**src/cpl_pkg.sv**
```systemverilog
// ----------------------------------------------------------------------------
// Channel-position list parser package
// Shared widths and defaults for the parser, its channels and its checker.
// ----------------------------------------------------------------------------
`default_nettype none

package cpl_pkg;

    localparam int DATA_W               = 8;
    localparam int SECTION_W            = 4;
    localparam int MAX_SECTIONS_DEFAULT = 16;

endpackage

`default_nettype wire

```
**src/cpl_ifs.sv**
```systemverilog
// ----------------------------------------------------------------------------
// Channel-position list parser channels
// Valid/ready channels for payload bytes in and parsed positions out.
// ----------------------------------------------------------------------------
`default_nettype none

interface cpl_byte_if;
    logic                        valid;
    logic                        ready;
    logic [cpl_pkg::DATA_W-1:0]  data_byte;
    logic                        end_of_payload;

    modport source (output valid, output data_byte, output end_of_payload, input ready);
    modport sink   (input valid, input data_byte, input end_of_payload, output ready);
endinterface

interface cpl_pos_if;
    logic                          valid;
    logic                          ready;
    logic                          position_valid;
    logic [cpl_pkg::SECTION_W-1:0] section_number;
    logic [cpl_pkg::DATA_W-1:0]    stream_position;
    logic [cpl_pkg::DATA_W-1:0]    section_location;
    logic                          payload_done;
    logic                          malformed;

    modport source (output valid, output position_valid, output section_number,
                    output stream_position, output section_location,
                    output payload_done, output malformed, input ready);
    modport sink   (input valid, input position_valid, input section_number,
                    input stream_position, input section_location,
                    input payload_done, input malformed, output ready);
endinterface

`default_nettype wire

```
**src/channel_position_list_parser.sv**
```systemverilog
// ----------------------------------------------------------------------------
// Channel-position list parser
// Parses a channel-position payload one byte per request and reports each
// well-formed (stream position, location) pair plus a done/malformed status.
// ----------------------------------------------------------------------------
//
//   Channel     Dir   Request carries
//   ---------   ---   ------------------------------------------------------
//   bytes       in    data_byte, end_of_payload
//   positions   out   position_valid, section_number, stream_position,
//                     section_location, payload_done, malformed
//
// One byte per cycle while the output is not stalled; a byte's result passes
// through the input register, then the result register, to the output.
// Bytes that complete no pair and do not end the payload give no request.
// Reset clears the parser state and empties both registers.
// A stalled output holds the parse stage and the input register; the byte
// side drops ready in the same cycle unless the input register is empty.
//
`default_nettype none

module channel_position_list_parser #(
    parameter int MAX_SECTIONS = cpl_pkg::MAX_SECTIONS_DEFAULT
) (
    input  wire          clk,
    input  wire          rst_n,
    cpl_byte_if.sink     bytes,
    cpl_pos_if.source    positions
);

    localparam int DW   = cpl_pkg::DATA_W;
    localparam int SW   = cpl_pkg::SECTION_W;
    localparam int SLW  = $clog2(MAX_SECTIONS + 1);

    typedef enum logic [1:0] {
        PH_COUNT,
        PH_CHANNELS,
        PH_POSITION,
        PH_LOCATION
    } phase_t;

    // Input register
    logic            in_valid_reg;
    logic [DW-1:0]   in_byte_reg;
    logic            in_last_reg;

    // Parser state
    phase_t          phase_reg,         phase_next;
    logic [SLW-1:0]  sections_left_reg, sections_left_next;
    logic [SW-1:0]   cur_section_reg,   cur_section_next;
    logic [DW-1:0]   pairs_left_reg,    pairs_left_next;
    logic [DW-1:0]   held_pos_reg,      held_pos_next;
    logic            error_reg,         error_next;

    // Result register
    logic            out_valid_reg;
    logic            pos_valid_reg,  pos_valid_next;
    logic [SW-1:0]   section_reg,    section_next;
    logic [DW-1:0]   stream_pos_reg, stream_pos_next;
    logic [DW-1:0]   location_reg,   location_next;
    logic            done_reg,       done_next;
    logic            malformed_reg,  malformed_next;

    logic advance;
    logic emit;

    assign advance      = in_valid_reg && (!out_valid_reg || positions.ready);
    assign bytes.ready  = !in_valid_reg || advance;
    assign emit         = advance && (pos_valid_next || in_last_reg);

    always_comb
    begin
        phase_next         = phase_reg;
        sections_left_next = sections_left_reg;
        cur_section_next   = cur_section_reg;
        pairs_left_next    = pairs_left_reg;
        held_pos_next      = held_pos_reg;
        error_next         = error_reg;
        pos_valid_next     = 1'b0;
        section_next       = '0;
        stream_pos_next    = '0;
        location_next      = '0;
        done_next          = in_last_reg;
        malformed_next     = 1'b0;

        if (!error_reg)
        begin
            unique case (phase_reg)
                PH_COUNT:
                begin
                    if (in_byte_reg > DW'(MAX_SECTIONS))
                    begin
                        error_next = 1'b1;
                    end
                    else
                    begin
                        sections_left_next = SLW'(in_byte_reg);
                        cur_section_next   = '0;
                        phase_next         = PH_CHANNELS;
                    end
                end
                PH_CHANNELS:
                begin
                    if (sections_left_reg == '0)
                    begin
                        error_next = 1'b1;
                    end
                    else
                    begin
                        pairs_left_next = in_byte_reg;
                        if (in_byte_reg == '0)
                        begin
                            sections_left_next = sections_left_reg - SLW'(1);
                            cur_section_next   = cur_section_reg + SW'(1);
                        end
                        else
                        begin
                            phase_next = PH_POSITION;
                        end
                    end
                end
                PH_POSITION:
                begin
                    held_pos_next = in_byte_reg;
                    phase_next    = PH_LOCATION;
                end
                PH_LOCATION:
                begin
                    if (held_pos_reg == '0 || in_byte_reg == '0)
                    begin
                        error_next = 1'b1;
                    end
                    else
                    begin
                        pos_valid_next  = 1'b1;
                        section_next    = cur_section_reg;
                        stream_pos_next = held_pos_reg - DW'(1);
                        location_next   = in_byte_reg - DW'(1);
                        pairs_left_next = pairs_left_reg - DW'(1);
                        // The section ends when its last pair is in.
                        if (pairs_left_reg == DW'(1))
                        begin
                            sections_left_next = sections_left_reg - SLW'(1);
                            cur_section_next   = cur_section_reg + SW'(1);
                            phase_next         = PH_CHANNELS;
                        end
                        else
                        begin
                            phase_next = PH_POSITION;
                        end
                    end
                end
                default:
                begin
                    error_next = 1'b1;
                end
            endcase
        end

        if (in_last_reg)
        begin
            malformed_next = error_next || (phase_next != PH_CHANNELS) ||
                             (sections_left_next != '0);
            phase_next         = PH_COUNT;
            sections_left_next = '0;
            cur_section_next   = '0;
            pairs_left_next    = '0;
            held_pos_next      = '0;
            error_next         = 1'b0;
        end
    end

    always_ff @(posedge clk or negedge rst_n)
    begin
        if (!rst_n)
        begin
            in_valid_reg      <= 1'b0;
            in_byte_reg       <= '0;
            in_last_reg       <= 1'b0;
            out_valid_reg     <= 1'b0;
            phase_reg         <= PH_COUNT;
            sections_left_reg <= '0;
            cur_section_reg   <= '0;
            pairs_left_reg    <= '0;
            held_pos_reg      <= '0;
            error_reg         <= 1'b0;
            pos_valid_reg     <= 1'b0;
            section_reg       <= '0;
            stream_pos_reg    <= '0;
            location_reg      <= '0;
            done_reg          <= 1'b0;
            malformed_reg     <= 1'b0;
        end
        else
        begin
            if (bytes.ready)
            begin
                in_valid_reg <= bytes.valid;
            end

            if (bytes.ready && bytes.valid)
            begin
                in_byte_reg <= bytes.data_byte;
                in_last_reg <= bytes.end_of_payload;
            end

            if (emit)
            begin
                out_valid_reg <= 1'b1;
            end
            else if (positions.ready)
            begin
                out_valid_reg <= 1'b0;
            end

            if (advance)
            begin
                phase_reg         <= phase_next;
                sections_left_reg <= sections_left_next;
                cur_section_reg   <= cur_section_next;
                pairs_left_reg    <= pairs_left_next;
                held_pos_reg      <= held_pos_next;
                error_reg         <= error_next;
            end

            if (emit)
            begin
                pos_valid_reg  <= pos_valid_next;
                section_reg    <= section_next;
                stream_pos_reg <= stream_pos_next;
                location_reg   <= location_next;
                done_reg       <= done_next;
                malformed_reg  <= malformed_next;
            end
        end
    end

    assign positions.valid            = out_valid_reg;
    assign positions.position_valid   = pos_valid_reg;
    assign positions.section_number   = section_reg;
    assign positions.stream_position  = stream_pos_reg;
    assign positions.section_location = location_reg;
    assign positions.payload_done     = done_reg;
    assign positions.malformed        = malformed_reg;

endmodule

`default_nettype wire

```
**src/flat_wrapper.sv**
```systemverilog
// flat-port wrapper written by rule: the top's interface ports become plain ports
module channel_position_list_parser_flat 
#(
    parameter int MAX_SECTIONS = cpl_pkg::MAX_SECTIONS_DEFAULT
)
  (clk, rst_n, bytes_valid, bytes_data_byte, bytes_end_of_payload, bytes_ready, positions_valid, positions_position_valid, positions_section_number, positions_stream_position, positions_section_location, positions_payload_done, positions_malformed, positions_ready);
  cpl_byte_if bytes_i ();
  cpl_pos_if positions_i ();
  input  wire clk;
  input  wire rst_n;
  input wire logic [$bits(bytes_i.valid)-1:0] bytes_valid;
  input wire logic [$bits(bytes_i.data_byte)-1:0] bytes_data_byte;
  input wire logic [$bits(bytes_i.end_of_payload)-1:0] bytes_end_of_payload;
  output wire logic [$bits(bytes_i.ready)-1:0] bytes_ready;
  output wire logic [$bits(positions_i.valid)-1:0] positions_valid;
  output wire logic [$bits(positions_i.position_valid)-1:0] positions_position_valid;
  output wire logic [$bits(positions_i.section_number)-1:0] positions_section_number;
  output wire logic [$bits(positions_i.stream_position)-1:0] positions_stream_position;
  output wire logic [$bits(positions_i.section_location)-1:0] positions_section_location;
  output wire logic [$bits(positions_i.payload_done)-1:0] positions_payload_done;
  output wire logic [$bits(positions_i.malformed)-1:0] positions_malformed;
  input wire logic [$bits(positions_i.ready)-1:0] positions_ready;
  assign bytes_i.valid = bytes_valid;
  assign bytes_i.data_byte = bytes_data_byte;
  assign bytes_i.end_of_payload = bytes_end_of_payload;
  assign bytes_ready = bytes_i.ready;
  assign positions_valid = positions_i.valid;
  assign positions_position_valid = positions_i.position_valid;
  assign positions_section_number = positions_i.section_number;
  assign positions_stream_position = positions_i.stream_position;
  assign positions_section_location = positions_i.section_location;
  assign positions_payload_done = positions_i.payload_done;
  assign positions_malformed = positions_i.malformed;
  assign positions_i.ready = positions_ready;
  channel_position_list_parser #(.MAX_SECTIONS(MAX_SECTIONS)) u_core (.clk(clk), .rst_n(rst_n), .bytes(bytes_i), .positions(positions_i));
endmodule
```
**config.mk**
```make
export PLATFORM = sky130hd
export DESIGN_NAME = channel_position_list_parser_flat
export DESIGN_NICKNAME = d
export VERILOG_FILES = /design/src/cpl_pkg.sv /design/src/cpl_ifs.sv /design/src/channel_position_list_parser.sv /design/src/flat_wrapper.sv
export SDC_FILE = /design/constraint.sdc
export NUM_CORES = 1
export LEC_CHECK = 0
export BUFFER_PORTS_ARGS = -buffer_cell sky130_fd_sc_hd__buf_2
export CORE_MARGIN = 8
export CORE_UTILIZATION = 53
export CTS_CLUSTER_DIAMETER = 50
export DETAILED_ROUTE_END_ITERATION = 8
export PLACE_DENSITY = 0.77
export SKIP_LAST_GASP = 1
export SYNTH_ARGS = -nofsm -noshare
export SYNTH_HDL_FRONTEND = slang
export SYNTH_SLANG_ARGS = --single-unit
export TNS_END_PERCENT = 5
```
**constraint.sdc**
```tcl
create_clock -name clk -period 2.1 [get_ports clk]
set_input_delay 0.42 -clock clk [delete_from_list [all_inputs] [get_ports clk]]
set_output_delay 0.42 -clock clk [all_outputs]
set_load 0.05 [all_outputs]
```
==> metrics.cfg <==
[placed_design]
dp_cells = 543
post-dp-hpwl_mm = 7.27
gp_congestion = 0.958
placement.io_buffers = 37
placed_cell_area_sq_um = 4230

[routing]
vias_per_cell = 5.84
wl_met3_microns = 580
via_count = 3284
avgRoutedWirePerCell_microns = 17.5
route.detailed.drc = 0
dr.max_layer_used = met4
dr_wl_met2_mm = 4.88
wl_met1_mm = 4.12
drt_iter0_drc = 358
ant_nets = 0
finalWirelength_mm = 9.81
first_pass_iters = 7

[clock_tree]
clkSinkCount = 62
clock_latency_ns = 0.34
cts_tree = built
clkTransAtPathRegs_ns = 0.08
root_buffer = clkbuf_8
cts_buffer_depth = 2
cts_buffers = 9
htree_levels = 3
hold_buffers = 0

[floorplanning]
coreArea_sq_um = 6390
dieArea_sq_um = 9470
ios = 38
initial_core_util_pct = 54.9
die_w_microns = 97.3
row_count = 29
die_h_microns = 97.3

[setup_path]
required_ns = 2.35
cp.arrival_ns = 2.46
critPathMaxFanout = 8
worstSetupEndpointType = flip-flop
crit_type = reg -> reg
start_kind = flip-flop
ff2ff_path_depth = 9

[cells_and_area]
fin_util_pct = 71.2
antennaDiodeCount = 0
fill_cells = 456
design_area_sq_um = 4540
final_nets = 500
final_cell_mix = buf_4 (70), dfrtp_1 (62), o21ai_0 (42), nand2_1 (40), buf_2 (37)
syn_to_final_growth_pct = 29.7
layout_commonest_cell = buf_4
final_cells = 562
drive_above_1_share_pct = 34.2

[logic_synthesis]
synth_area_per_cell_sq_um = 9.20
async_flop_share_pct = 100
yosys_warnings = 0
seq_area_frac_synth_pct = 44.3
ys_types = 59
ys_ff_latch = 62
yosysTopAreaCell = dfrtp_1
ys_top_cells_by_area = dfrtp_1 (44%), o21ai_0 (6.0%), nand2_1 (4.3%), nand3_1 (3.9%), nor2_1 (3.5%)
synth_top_area_share_pct = 44.3
synthCells = 381
synth_edf_count = 0
syn_area_sq_um = 3500
synth_nets = 401
synth_ff_type = dfrtp_1

[pwr]
leakage_nw = 2.10
power.density_nw_per_um2 = 1120
ir_drop_mv = 0.704
fin_total_pwr_mw = 5.10

[global_routing]
overflow = 0
grt_pass1_vias = 3313
grt_max_degree = 37
grt_pass1_wl_mm = 16.3
antenna_found_initial = 0
grtUsageTotal_pct = 20.9

[timing]
fin_crit_sh_pct = 106
max_freq_mhz = 451
slew_violations = 0
tightest_slew_ns = 0.549
period_needed_ns = 2.22
rsz0062_at_grt = yes
hold_viol_final = 0
fin_skew_ns = 0.00879
max_slew_margin_pct = 63.4
setup_viol = 29
tns_ns = -1.28
setup_ws_ns = -0.117

[run_status]
violations = setup timing
status = complete, but fails checks

[run]
max_cap_viol_count = 0

[hold_path]
hp-class = in -> async

cell families after synthesis:
family,share of synthesized area (%)
mux,3.89
simple gates,23.8
buf+inv,5.00
xor+xnor,2.75
flops,44.3
fa+ha+maj,2.50
compound gates,17.8
per-stage QoR:
step	setup slack, ns	hold slack (ns)
6_report	-0.117	0.0628
5_1_grt	-0.219	0.100
4_1_cts	-0.0797	0.0686
3_5_place_dp	-0.172	0.437
3_3_place_gp	-0.0913	0.426
2_1_floorplan	0.0000160	0.124
critical path: stages, from the launching register on:
cell and delay [ns]:
dfrtp_1 0.38, inv_2 0.06, ha_4 0.15, nor4b_4 0.14, a32oi_2 0.34, o2111a_1 0.24
o21ai_1 0.06, buf_4 0.16, or2_2 0.35, o31ai_4 0.24
synthesized netlist by cell type, types with 2 or more instances:
library cell	instances
ha_1	7
o21ai_0	42
clkbuf_1	14
or3_1	2
nor3_1	17
xnor2_1	7
o32ai_1	2
nand3_2	2
inv_1	19
o21ai_1	2
nand2_1	40
xor2_1	4
a21oi_1	13
o31ai_1	8
a22oi_1	5
a22o_1	2
dfrtp_1	62
and3_1	5
nor4_1	3
buf_2	4
mux2i_1	2
and2_1	2
nor4b_4	2
nor4_4	2
buf_6	2
nor2_1	33
nand2b_1	10
nand3_1	27
o22ai_1	3
mux2_2	9
layout make-up:
cell class | count | area [sq um] | share of cell area, %
multi-input cells | 278 | 1860 | 41.0
flip-flops and latches | 62 | 1550 | 34.1
repair buffers | 110 | 753 | 16.6
clock buffers | 10 | 138 | 3.03
well taps | 77 | 96.3 | 2.12
clock inverters | 6 | 71.3 | 1.57
inverters | 19 | 71.3 | 1.57
worst paths after layout:
check	startpoint	endpoint	slack (ns)
worst max-delay path	u_core.in_byte_reg[1]$_DFFE_PN0P_	u_core.pairs_left_reg[0]$_DFFE_PN0P_	-0.12
worst min-delay path	rst_n	u_core.positions.stream_position[7]$_DFFE_PN0P_	0.06
worst max register to register	u_core.in_byte_reg[1]$_DFFE_PN0P_	u_core.pairs_left_reg[0]$_DFFE_PN0P_	-0.12
worst min register to register	u_core.positions.position_valid$_DFFE_PN0P_	u_core.positions.position_valid$_DFFE_PN0P_	0.48
max in group asynchronous	rst_n	u_core.done_next$_DFFE_PN0P_	1.44
min in group clk	bytes_valid	u_core.in_valid_reg$_DFFE_PN0N_	0.29
per-layer routing:
layer | track usage, % | vias to the layer above
met5 | 0 | -
met4 | 8.16 | 0
met3 | 3.98 | 24
met2 | 36.1 | 128
met1 | 24.9 | 1587
li1 | - | 1545
report_power, final:
group,internal (mW),switching (mW),total (mW)
clock network,0.586,0.499,1.08
registers,1.41,0.224,1.63
logic,1.09,1.30,2.39
total,3.08,2.02,5.10
timing repair:
action / 4_1_cts / 5_1_grt
setup endpoints to repair: 13 / 38
buffers inserted: 2 / 1
gates resized for setup: 11 / 6
pin swaps: 3 / 2
gates cloned: 0 / 0
(Power assumes the default switching activity.)
